==> config.mk <==
export PLATFORM = sky130hd
export DESIGN_NAME = rc_pulse_command_mapper
export DESIGN_NICKNAME = d
export VERILOG_FILES = /design/src/rtl/core/rcm_pkg.sv /design/src/rtl/core/rcm_front.sv /design/src/rtl/core/rcm_fifo.sv /design/src/rtl/core/rcm_back.sv /design/src/rtl/core/rc_pulse_command_mapper.sv
export SDC_FILE = /design/constraint.sdc
export NUM_CORES = 2
export LEC_CHECK = 0
export BUFFER_PORTS_ARGS = -buffer_cell sky130_fd_sc_hd__buf_2
export CORE_ASPECT_RATIO = 0.5
export CORE_MARGIN = 5
export CORE_UTILIZATION = 55
export CTS_CLUSTER_DIAMETER = 40
export DETAILED_ROUTE_END_ITERATION = 12
export HOLD_SLACK_MARGIN = 0.12
export PLACE_DENSITY = 0.77
export SLEW_MARGIN = 20
export SYNTH_ARGS = -nofsm -noshare
export SYNTH_HDL_FRONTEND = slang
export SYNTH_SLANG_ARGS = --single-unit
==> constraint.sdc <==
create_clock -name clk -period 7.72 [get_ports clk]
set_input_delay 1.544 -clock clk [delete_from_list [all_inputs] [get_ports clk]]
set_output_delay 1.544 -clock clk [all_outputs]
set_load 0.01 [all_outputs]
==> src/rtl/core/rcm_pkg.sv <==
package rcm_pkg;

  localparam int PULSE_W = 12;
  localparam int STEP_W  = 15;
  localparam int FS_W    = 20;
  localparam int CMD_W   = 16;
  localparam int SP_W    = 21;
  localparam int ACT_W   = 3;

  localparam logic [16:0] OOR_MARGIN_US = 17'd500;
  localparam logic [31:0] FAILSAFE_MS   = 32'd300;
  localparam logic [11:0] DEFAULT_SPAN  = 12'd1000;

  localparam logic [2:0] REG_PULSE_MIN  = 3'd0;
  localparam logic [2:0] REG_PULSE_MAX  = 3'd1;
  localparam logic [2:0] REG_RAMP_STEP  = 3'd2;
  localparam logic [2:0] REG_MODE       = 3'd3;
  localparam logic [2:0] REG_MAX_DUTY   = 3'd4;
  localparam logic [2:0] REG_MAX_SPEED  = 3'd5;
  localparam logic [2:0] REG_MAX_MOTOR  = 3'd6;
  localparam logic [2:0] REG_MAX_BRAKE  = 3'd7;

  localparam logic [1:0] MODE_DUTY    = 2'd0;
  localparam logic [1:0] MODE_SPEED   = 2'd1;
  localparam logic [1:0] MODE_CURRENT = 2'd2;

  localparam logic [ACT_W-1:0] ACT_STOP    = 3'd0;
  localparam logic [ACT_W-1:0] ACT_DUTY    = 3'd1;
  localparam logic [ACT_W-1:0] ACT_SPEED   = 3'd2;
  localparam logic [ACT_W-1:0] ACT_CURRENT = 3'd3;
  localparam logic [ACT_W-1:0] ACT_BRAKE   = 3'd4;

  localparam logic OP_CMD  = 1'b0;
  localparam logic OP_STOP = 1'b1;

  typedef struct packed {
    logic [PULSE_W-1:0] pulse_min_us;
    logic [PULSE_W-1:0] pulse_max_us;
    logic [STEP_W-1:0]  ramp_step;
    logic [1:0]         control_mode;
    logic [STEP_W-1:0]  max_duty;
    logic [FS_W-1:0]    max_speed;
    logic [FS_W-1:0]    max_motor_current;
    logic [FS_W-1:0]    max_brake_current;
  } cfg_t;

  // classified word passed from front to back
  typedef struct packed {
    logic               op;
    logic               neg;
    logic [PULSE_W-1:0] mag;
    logic [PULSE_W-1:0] span;
  } word_t;

endpackage

==> src/rtl/core/rcm_front.sv <==
module rcm_front
  import rcm_pkg::*;
(
  input  logic        clk,
  input  logic        rst,
  input  cfg_t        cfg,
  input  logic        in_valid,
  output logic        in_ready,
  input  logic [15:0] pulse_width_us,
  input  logic [31:0] time_ms,
  input  logic        q_full,
  output logic        q_push,
  output word_t       q_word
);

  logic [31:0] last_valid_time;
  logic        failsafe_latched;

  logic               accept;
  logic               pulse_ok;
  logic               timeout;
  logic [16:0]        p_ext;
  logic [31:0]        elapsed;
  logic signed [12:0] raw_span;
  logic [11:0]        span;
  logic signed [17:0] n_raw;
  logic signed [17:0] n_clamp;
  logic signed [17:0] span_s;

  assign in_ready = !q_full;
  assign accept   = in_valid && in_ready;

  always_comb begin
    p_ext    = {1'b0, pulse_width_us};
    pulse_ok = ((p_ext + OOR_MARGIN_US) > {5'd0, cfg.pulse_min_us}) &&
               (p_ext < ({5'd0, cfg.pulse_max_us} + OOR_MARGIN_US));
    elapsed  = time_ms - last_valid_time;
    timeout  = elapsed > FAILSAFE_MS;
    raw_span = $signed({1'b0, cfg.pulse_max_us}) - $signed({1'b0, cfg.pulse_min_us});
    span     = (raw_span < 13'sd2) ? DEFAULT_SPAN : raw_span[11:0];
    span_s   = $signed({6'd0, span});
    n_raw    = $signed({1'b0, pulse_width_us, 1'b0})
             - $signed({6'd0, cfg.pulse_min_us})
             - $signed({6'd0, cfg.pulse_max_us});
    priority if (n_raw > span_s) begin
      n_clamp = span_s;
    end else if (n_raw < -span_s) begin
      n_clamp = -span_s;
    end else begin
      n_clamp = n_raw;
    end
    q_word.op   = pulse_ok ? OP_CMD : OP_STOP;
    q_word.neg  = n_clamp < 18'sd0;
    q_word.mag  = q_word.neg ? 12'(-n_clamp) : n_clamp[11:0];
    q_word.span = span;
    q_push      = accept && (pulse_ok || (timeout && !failsafe_latched));
  end

  always_ff @(posedge clk) begin
    if (rst) begin
      last_valid_time  <= '0;
      failsafe_latched <= 1'b0;
    end else if (accept) begin
      if (pulse_ok) begin
        last_valid_time  <= time_ms;
        failsafe_latched <= 1'b0;
      end else if (timeout) begin
        failsafe_latched <= 1'b1;
      end
    end
  end

endmodule

==> src/rtl/core/rcm_fifo.sv <==
module rcm_fifo
  import rcm_pkg::*;
(
  input  logic  clk,
  input  logic  rst,
  input  logic  push,
  input  word_t push_word,
  output logic  full,
  input  logic  pop,
  output logic  empty,
  output word_t pop_word
);

  word_t       mem [2];
  logic        wr_ptr;
  logic        rd_ptr;
  logic [1:0]  count;

  assign full     = count == 2'd2;
  assign empty    = count == 2'd0;
  assign pop_word = mem[rd_ptr];

  always_ff @(posedge clk) begin
    if (push) begin
      mem[wr_ptr] <= push_word;
    end
  end

  always_ff @(posedge clk) begin
    if (rst) begin
      wr_ptr <= 1'b0;
      rd_ptr <= 1'b0;
      count  <= '0;
    end else begin
      if (push) begin
        wr_ptr <= !wr_ptr;
      end
      if (pop) begin
        rd_ptr <= !rd_ptr;
      end
      unique case ({push, pop})
        2'b10:   count <= count + 2'd1;
        2'b01:   count <= count - 2'd1;
        default: count <= count;
      endcase
    end
  end

endmodule

==> src/rtl/core/rcm_back.sv <==
module rcm_back
  import rcm_pkg::*;
(
  input  logic                   clk,
  input  logic                   rst,
  input  cfg_t                   cfg,
  input  logic                   q_empty,
  input  word_t                  q_word,
  output logic                   q_pop,
  output logic                   out_valid,
  input  logic                   out_ready,
  output logic [ACT_W-1:0]       action,
  output logic signed [SP_W-1:0] setpoint,
  output logic signed [CMD_W-1:0] smoothed_command
);

  localparam logic [2:0] S_IDLE = 3'd0;
  localparam logic [2:0] S_DIV  = 3'd1;
  localparam logic [2:0] S_RAMP = 3'd2;
  localparam logic [2:0] S_MUL  = 3'd3;
  localparam logic [2:0] S_OUT  = 3'd4;

  logic [2:0]              state;
  logic signed [CMD_W-1:0] ramped_command;

  logic [17:0]      rem;
  logic [15:0]      dvd_low;
  logic [17:0]      divisor;
  logic [15:0]      quot;
  logic [3:0]       cnt;
  logic             neg;
  logic [15:0]      mag;
  logic [FS_W-1:0]  scale;
  logic             sp_neg;
  logic [ACT_W-1:0] act;
  logic [35:0]      prod;

  logic [16:0]        t20;
  logic [16:0]        span19;
  logic [16:0]        numer;
  logic [32:0]        dividend;
  logic [18:0]        trial;
  logic               take;
  logic signed [16:0] target;
  logic signed [17:0] diff;
  logic signed [17:0] step_s;
  logic signed [16:0] ramp_next;
  logic [36:0]        rounded;
  logic [SP_W-1:0]    sp_mag;
  logic               out_free;

  assign out_free = !out_valid || out_ready;
  assign q_pop    = (state == S_IDLE) && !q_empty;

  always_comb begin
    t20      = 17'(q_word.mag) * 17'd20;
    span19   = 17'(q_word.span) * 17'd19;
    numer    = t20 - 17'(q_word.span);
    dividend = {numer, 16'd0} + 33'(span19);
    trial    = {rem, dvd_low[15]};
    take     = trial >= {1'b0, divisor};
    if (neg) begin
      target = -$signed({1'b0, quot});
    end else begin
      target = (quot > 16'd32767) ? 17'sd32767 : $signed({1'b0, quot});
    end
    diff   = 18'(target) - 18'(ramped_command);
    step_s = $signed({3'd0, cfg.ramp_step});
    priority if (diff > step_s) begin
      ramp_next = 17'(ramped_command) + 17'(step_s);
    end else if (diff < -step_s) begin
      ramp_next = 17'(ramped_command) - 17'(step_s);
    end else begin
      ramp_next = target;
    end
    rounded = {1'b0, prod} + 37'd16384;
    sp_mag  = rounded[SP_W+14:15];
  end

  always_ff @(posedge clk) begin
    if (rst) begin
      state          <= S_IDLE;
      ramped_command <= '0;
      out_valid      <= 1'b0;
    end else begin
      if (out_valid && out_ready && state != S_OUT) begin
        out_valid <= 1'b0;
      end
      unique case (state)
        S_IDLE: begin
          if (!q_empty) begin
            if (q_word.op == OP_STOP) begin
              ramped_command <= '0;
              act            <= ACT_STOP;
              prod           <= '0;
              sp_neg         <= 1'b0;
              state          <= S_OUT;
            end else begin
              neg <= q_word.neg;
              if (t20 < 17'(q_word.span)) begin
                quot  <= '0;
                state <= S_RAMP;
              end else begin
                rem     <= {1'b0, dividend[32:16]};
                dvd_low <= dividend[15:0];
                divisor <= 18'(q_word.span) * 18'd38;
                quot    <= '0;
                cnt     <= '0;
                state   <= S_DIV;
              end
            end
          end
        end
        S_DIV: begin
          rem     <= take ? 18'(trial - {1'b0, divisor}) : trial[17:0];
          quot    <= {quot[14:0], take};
          dvd_low <= {dvd_low[14:0], 1'b0};
          cnt     <= cnt + 4'd1;
          if (cnt == 4'd15) begin
            state <= S_RAMP;
          end
        end
        S_RAMP: begin
          ramped_command <= ramp_next[15:0];
          mag            <= ramp_next[16] ? 16'(-ramp_next) : ramp_next[15:0];
          priority if (cfg.control_mode == MODE_DUTY) begin
            act    <= ACT_DUTY;
            scale  <= FS_W'(cfg.max_duty);
            sp_neg <= ramp_next[16];
          end else if (cfg.control_mode == MODE_SPEED) begin
            act    <= ACT_SPEED;
            scale  <= cfg.max_speed;
            sp_neg <= ramp_next[16];
          end else if (!ramp_next[16]) begin
            act    <= ACT_CURRENT;
            scale  <= cfg.max_motor_current;
            sp_neg <= 1'b0;
          end else begin
            act    <= ACT_BRAKE;
            scale  <= cfg.max_brake_current;
            sp_neg <= 1'b0;
          end
          state <= S_MUL;
        end
        S_MUL: begin
          prod  <= 36'(mag) * 36'(scale);
          state <= S_OUT;
        end
        S_OUT: begin
          if (out_free) begin
            out_valid        <= 1'b1;
            action           <= act;
            setpoint         <= sp_neg ? -$signed(sp_mag) : $signed(sp_mag);
            smoothed_command <= ramped_command;
            state            <= S_IDLE;
          end
        end
        default: state <= S_IDLE;
      endcase
    end
  end

endmodule

==> src/rtl/core/rc_pulse_command_mapper.sv <==
// channel  | signals                               | dir | notes
// input    | in_valid/in_ready, pulse_width_us,    | in  | one control tick per word
//          | time_ms                               |     |
// output   | out_valid/out_ready, action,          | out | zero or one word per tick
//          | setpoint, smoothed_command            |     |
// config   | psel/penable/pwrite/paddr/pwdata/     | in  | 8 regs at 4*i, pready tied high
//          | prdata/pready                         |     |
//
// Front classifies a tick in the cycle it is taken and queues it (2 deep).
// Back: a command word runs the restoring divider loop, then the ramp, multiply
// and output states; the deadzone skips the divider, a stop word goes straight
// to output, where a stall holds it. Invalid ticks with no word stay in the front.
// Synchronous reset restores register defaults and clears command state.
module rc_pulse_command_mapper
  import rcm_pkg::*;
(
  input  logic                    clk,
  input  logic                    rst,
  input  logic                    psel,
  input  logic                    penable,
  input  logic                    pwrite,
  input  logic [4:0]              paddr,
  input  logic [31:0]             pwdata,
  output logic [31:0]             prdata,
  output logic                    pready,
  input  logic                    in_valid,
  output logic                    in_ready,
  input  logic [15:0]             pulse_width_us,
  input  logic [31:0]             time_ms,
  output logic                    out_valid,
  input  logic                    out_ready,
  output logic [ACT_W-1:0]        action,
  output logic signed [SP_W-1:0]  setpoint,
  output logic signed [CMD_W-1:0] smoothed_command
);

  cfg_t  cfg;
  logic  q_full;
  logic  q_empty;
  logic  q_push;
  logic  q_pop;
  word_t push_word;
  word_t pop_word;
  logic  wr_en;

  assign pready = 1'b1;
  assign wr_en  = psel && penable && pwrite && pready;

  always_ff @(posedge clk) begin
    if (rst) begin
      cfg.pulse_min_us      <= 12'd1000;
      cfg.pulse_max_us      <= 12'd2000;
      cfg.ramp_step         <= 15'd131;
      cfg.control_mode      <= MODE_CURRENT;
      cfg.max_duty          <= 15'd31129;
      cfg.max_speed         <= 20'd50000;
      cfg.max_motor_current <= 20'd60000;
      cfg.max_brake_current <= 20'd60000;
    end else if (wr_en) begin
      unique case (paddr[4:2])
        REG_PULSE_MIN: cfg.pulse_min_us      <= pwdata[PULSE_W-1:0];
        REG_PULSE_MAX: cfg.pulse_max_us      <= pwdata[PULSE_W-1:0];
        REG_RAMP_STEP: cfg.ramp_step         <= pwdata[STEP_W-1:0];
        REG_MODE:      cfg.control_mode      <= pwdata[1:0];
        REG_MAX_DUTY:  cfg.max_duty          <= pwdata[STEP_W-1:0];
        REG_MAX_SPEED: cfg.max_speed         <= pwdata[FS_W-1:0];
        REG_MAX_MOTOR: cfg.max_motor_current <= pwdata[FS_W-1:0];
        REG_MAX_BRAKE: cfg.max_brake_current <= pwdata[FS_W-1:0];
        default: ;
      endcase
    end
  end

  always_comb begin
    unique case (paddr[4:2])
      REG_PULSE_MIN: prdata = 32'(cfg.pulse_min_us);
      REG_PULSE_MAX: prdata = 32'(cfg.pulse_max_us);
      REG_RAMP_STEP: prdata = 32'(cfg.ramp_step);
      REG_MODE:      prdata = 32'(cfg.control_mode);
      REG_MAX_DUTY:  prdata = 32'(cfg.max_duty);
      REG_MAX_SPEED: prdata = 32'(cfg.max_speed);
      REG_MAX_MOTOR: prdata = 32'(cfg.max_motor_current);
      REG_MAX_BRAKE: prdata = 32'(cfg.max_brake_current);
      default:       prdata = '0;
    endcase
  end

  rcm_front u_front (
    .clk            (clk),
    .rst            (rst),
    .cfg            (cfg),
    .in_valid       (in_valid),
    .in_ready       (in_ready),
    .pulse_width_us (pulse_width_us),
    .time_ms        (time_ms),
    .q_full         (q_full),
    .q_push         (q_push),
    .q_word         (push_word)
  );

  rcm_fifo u_fifo (
    .clk       (clk),
    .rst       (rst),
    .push      (q_push),
    .push_word (push_word),
    .full      (q_full),
    .pop       (q_pop),
    .empty     (q_empty),
    .pop_word  (pop_word)
  );

  rcm_back u_back (
    .clk              (clk),
    .rst              (rst),
    .cfg              (cfg),
    .q_empty          (q_empty),
    .q_word           (pop_word),
    .q_pop            (q_pop),
    .out_valid        (out_valid),
    .out_ready        (out_ready),
    .action           (action),
    .setpoint         (setpoint),
    .smoothed_command (smoothed_command)
  );

endmodule
==> results_dict.tcl <==
set metrics [dict create \
    status "finished clean" \
    htreeDepth 2 \
    drt_wl_total_um 111000 \
    clk_pin_slew_ps 60 \
    gr-max-usage-layer "met2" \
    drcViolationCount 0 \
    max_cap_viol_count 0 \
    gr-usage-met3 0.0373 \
    crit_fanout 6 \
    syn_area_mm2 0.0412 \
    rows 70 \
    area_growth_syn_to_layout_pct 10.0 \
    placed_area_mm2 0.0432 \
    drt_pass1_iterations 6 \
    setup_viol 0 \
    hold_viol 0 \
    dp_hpwl_um 84900 \
    synth-async-reset-ratio 0 \
    dp.cells 5809 \
    ir_drop_uv 235 \
    io_buffers 139 \
    clock_skew_ps 22.2 \
    gr-usage-met2 0.446 \
    cts_tree "done" \
    report.power.total_mw 12.1 \
    worst_pin_slew_ps 1100 \
    final_common_cell "nand2_1" \
    yosys_warnings 0 \
    crit_arrival_ps 7770 \
    synth_top_area_share 0.165 \
    grt.overflow.total 0 \
    synthTopCellsByArea "edfxtp_1 16%, fa_1 14%, ha_1 13%" \
    drv_slew 0 \
    slew_headroom 0.264 \
    die_w_um 397 \
    comb_power_share 0.565 \
    avgRoutedWirePerCell_um 18.6 \
    power_density_mw_per_mm2 267 \
    drtAntennaViolNets 0 \
    endpoint_kind "flip-flop" \
    grt_pass1_vias 34200 \
    n_fill_cell 6232 \
    critPathLaunchType "flip-flop" \
    start_util 0.559 \
    die_h_um 203 \
    synth-seq-cells 400 \
    grt_max_degree 78 \
    synth_area_leader_cell "edfxtp_1" \
    cp.required_ps 8070 \
    final_nets 5673 \
    num_vias 34800 \
    synth.distinct_cells 109 \
    fmax_mhz 135 \
    drt_iter0_markers 2843 \
    cts_buffers 49 \
    postCtsHoldBufs 0 \
    cts_sinks 400 \
    routed_via_density 5.87 \
    grt_pass1_wl_um 177000 \
    period_share 0.962 \
    p_leak_nw 20.3 \
    grtUsageTotal 0.267 \
    power.switching_mw 5.05 \
    gp_congestion 0.937 \
    hold_class "flip-flop to flip-flop" \
    grt_use_met1 0.360 \
    antenna_found_initial 3 \
    whs_ps 428 \
    crit_type "flip-flop to flip-flop" \
    seq_area_mm2 0.0103 \
    synth-seq-area-share 0.249 \
    clock_power_share 0.198 \
    syn_inst 4738 \
    design_area_mm2 0.0453 \
    synth_edf_count 226 \
    fin_cells 5928 \
    synth_area_per_cell_um2 8.69 \
    final_cell_mix "661 x nand2_1, 567 x inv_1, 420 x ha_1" \
    die-area_mm2 0.0808 \
    fin_crit_ps 7420 \
    io_pins 167 \
    fp.coreArea_mm2 0.0737 \
    seqPwrFrac 0.237 \
    synth_flop_cell "edfxtp_1" \
    clock_latency_ps 610 \
    drive_gt1_frac 0.0997 \
    multiInputGateArea_mm2 0.0282 \
    sw_frac_of_total 0.418 \
    root_buffer "clkbuf_16" \
    internal_power_mw 7.02 \
    clock_path_buffers 3 \
]
area by class of cell:
cell class / count / share of cell area
Tap cell: 1008 / 0.0278
Clock inverter: 29 / 0.00616
Antenna cell: 3 / 0.000166
Timing Repair Buffer: 268 / 0.0375
Multi-Input combinational cell: 3585 / 0.623
Sequential cell: 400 / 0.227
Inverter: 572 / 0.0474
Clock buffer: 63 / 0.0310
cell families after synthesis:
kind of cell	Yosys count	share of synthesized area
muxes	137	0.0358
other	2	0.000182
and+or+nand+nor	1542	0.176
DFF	400	0.249
adders and majority gates	705	0.266
buffers and inverters	768	0.0719
AOI/OAI and AO/OA	949	0.151
xor gates and xnor gates	235	0.0505
power by group through the flow:
stage               logic [mW]  clock network (mW)  registers, mW
floorplan                 5.27                   0           2.87
global placement          6.45                   0           2.90
detailed placement        6.68                   0           2.91
CTS                       6.75                2.42           2.87
global route              7.65                2.52           2.89
finish                    6.82                2.39           2.87
critical path, cell delays in order (launching register included):
cell,delay [ps]
edfxtp_1,420
or3_1,410
or3_1,340
or3_1,350
or3_1,360
or3_1,400
or3_1,380
a31oi_2,330
ha_1,360
and3_1,190
o21ai_0,280
o211ai_1,190
o31a_1,350
nor2_1,150
ha_1,250
nand3_1,120
nand2b_1,120
a31oi_1,100
a31o_2,300
o311ai_4,340
a2bb2oi_1,120
or4_1,580
nor3_1,230
buf_4,170
a41oi_1,140
xnor2_1,160
through the flow:
stage / utilization / worst slack (ps) / setup TNS (ps)
after detailed placement: 0.587 / -46.1 / -99.0
after floorplan: - / 707 / 0
after global placement: 0.587 / 96.0 / 0
after CTS: 0.610 / 70.9 / 0
after global routing: 0.615 / -41.8 / -79.7
final: 0.615 / 296 / 0
registers in the layout, indices dropped and copies added, names as in the netlist, 3 cells and up, named ones only:
register and flops:
u_back.quot 16, u_back.action 3, u_fifo.mem 52, u_back.rem 18, u_back.scale 20, u_back.setpoint 21, u_back.smoothed_command 16, u_back.state 3
u_back.cnt 4, u_front.last_valid_time 32, u_back.ramped_command 16, u_back.prod 22, u_back.divisor 17, cfg 116, u_back.mag 16, u_back.act 3
u_back.dvd_low 16
path summary, 6_finish.rpt:
check,startpoint,slack (ps),endpoint,cells past startpoint
worst max-delay path,u_back.quot[1],300,u_back.mag[15],25
worst min register to register,u_back.act[2],430,u_back.action[2],0
worst max register to register,u_back.quot[1],300,u_back.mag[15],25
worst min-delay path,u_back.act[2],430,u_back.action[2],0
per-layer routing:
| layer | share of wire | vias to the layer above |
|---|---|---|
| met5 | 0 | - |
| met4 | 0.032 | 0 |
| met3 | 0.069 | 227 |
| met2 | 0.47 | 1247 |
| met1 | 0.43 | 16900 |
| li1 | - | 16500 |
what timing repair did:
| action | in CTS | in global routing |
|---|---|---|
| pin swaps | 0 | 11 |
| cloned | 0 | 1 |
| endpoints found under the setup margin | 7 | 52 |
| buffers inserted | 0 | 22 |
| gates resized for setup | 1 | 29 |
synth_stat cells (114+ instances only):
library cell	n
edfxtp_1	226
dfxtp_1	174
ha_1	421
inv_1	568
fa_1	284
o21ai_0	162
nor2_1	280
a21oi_1	299
and2_1	114
xnor2_1	158
nand2_1	661
clkbuf_1	161
(Power assumes the default switching activity.)
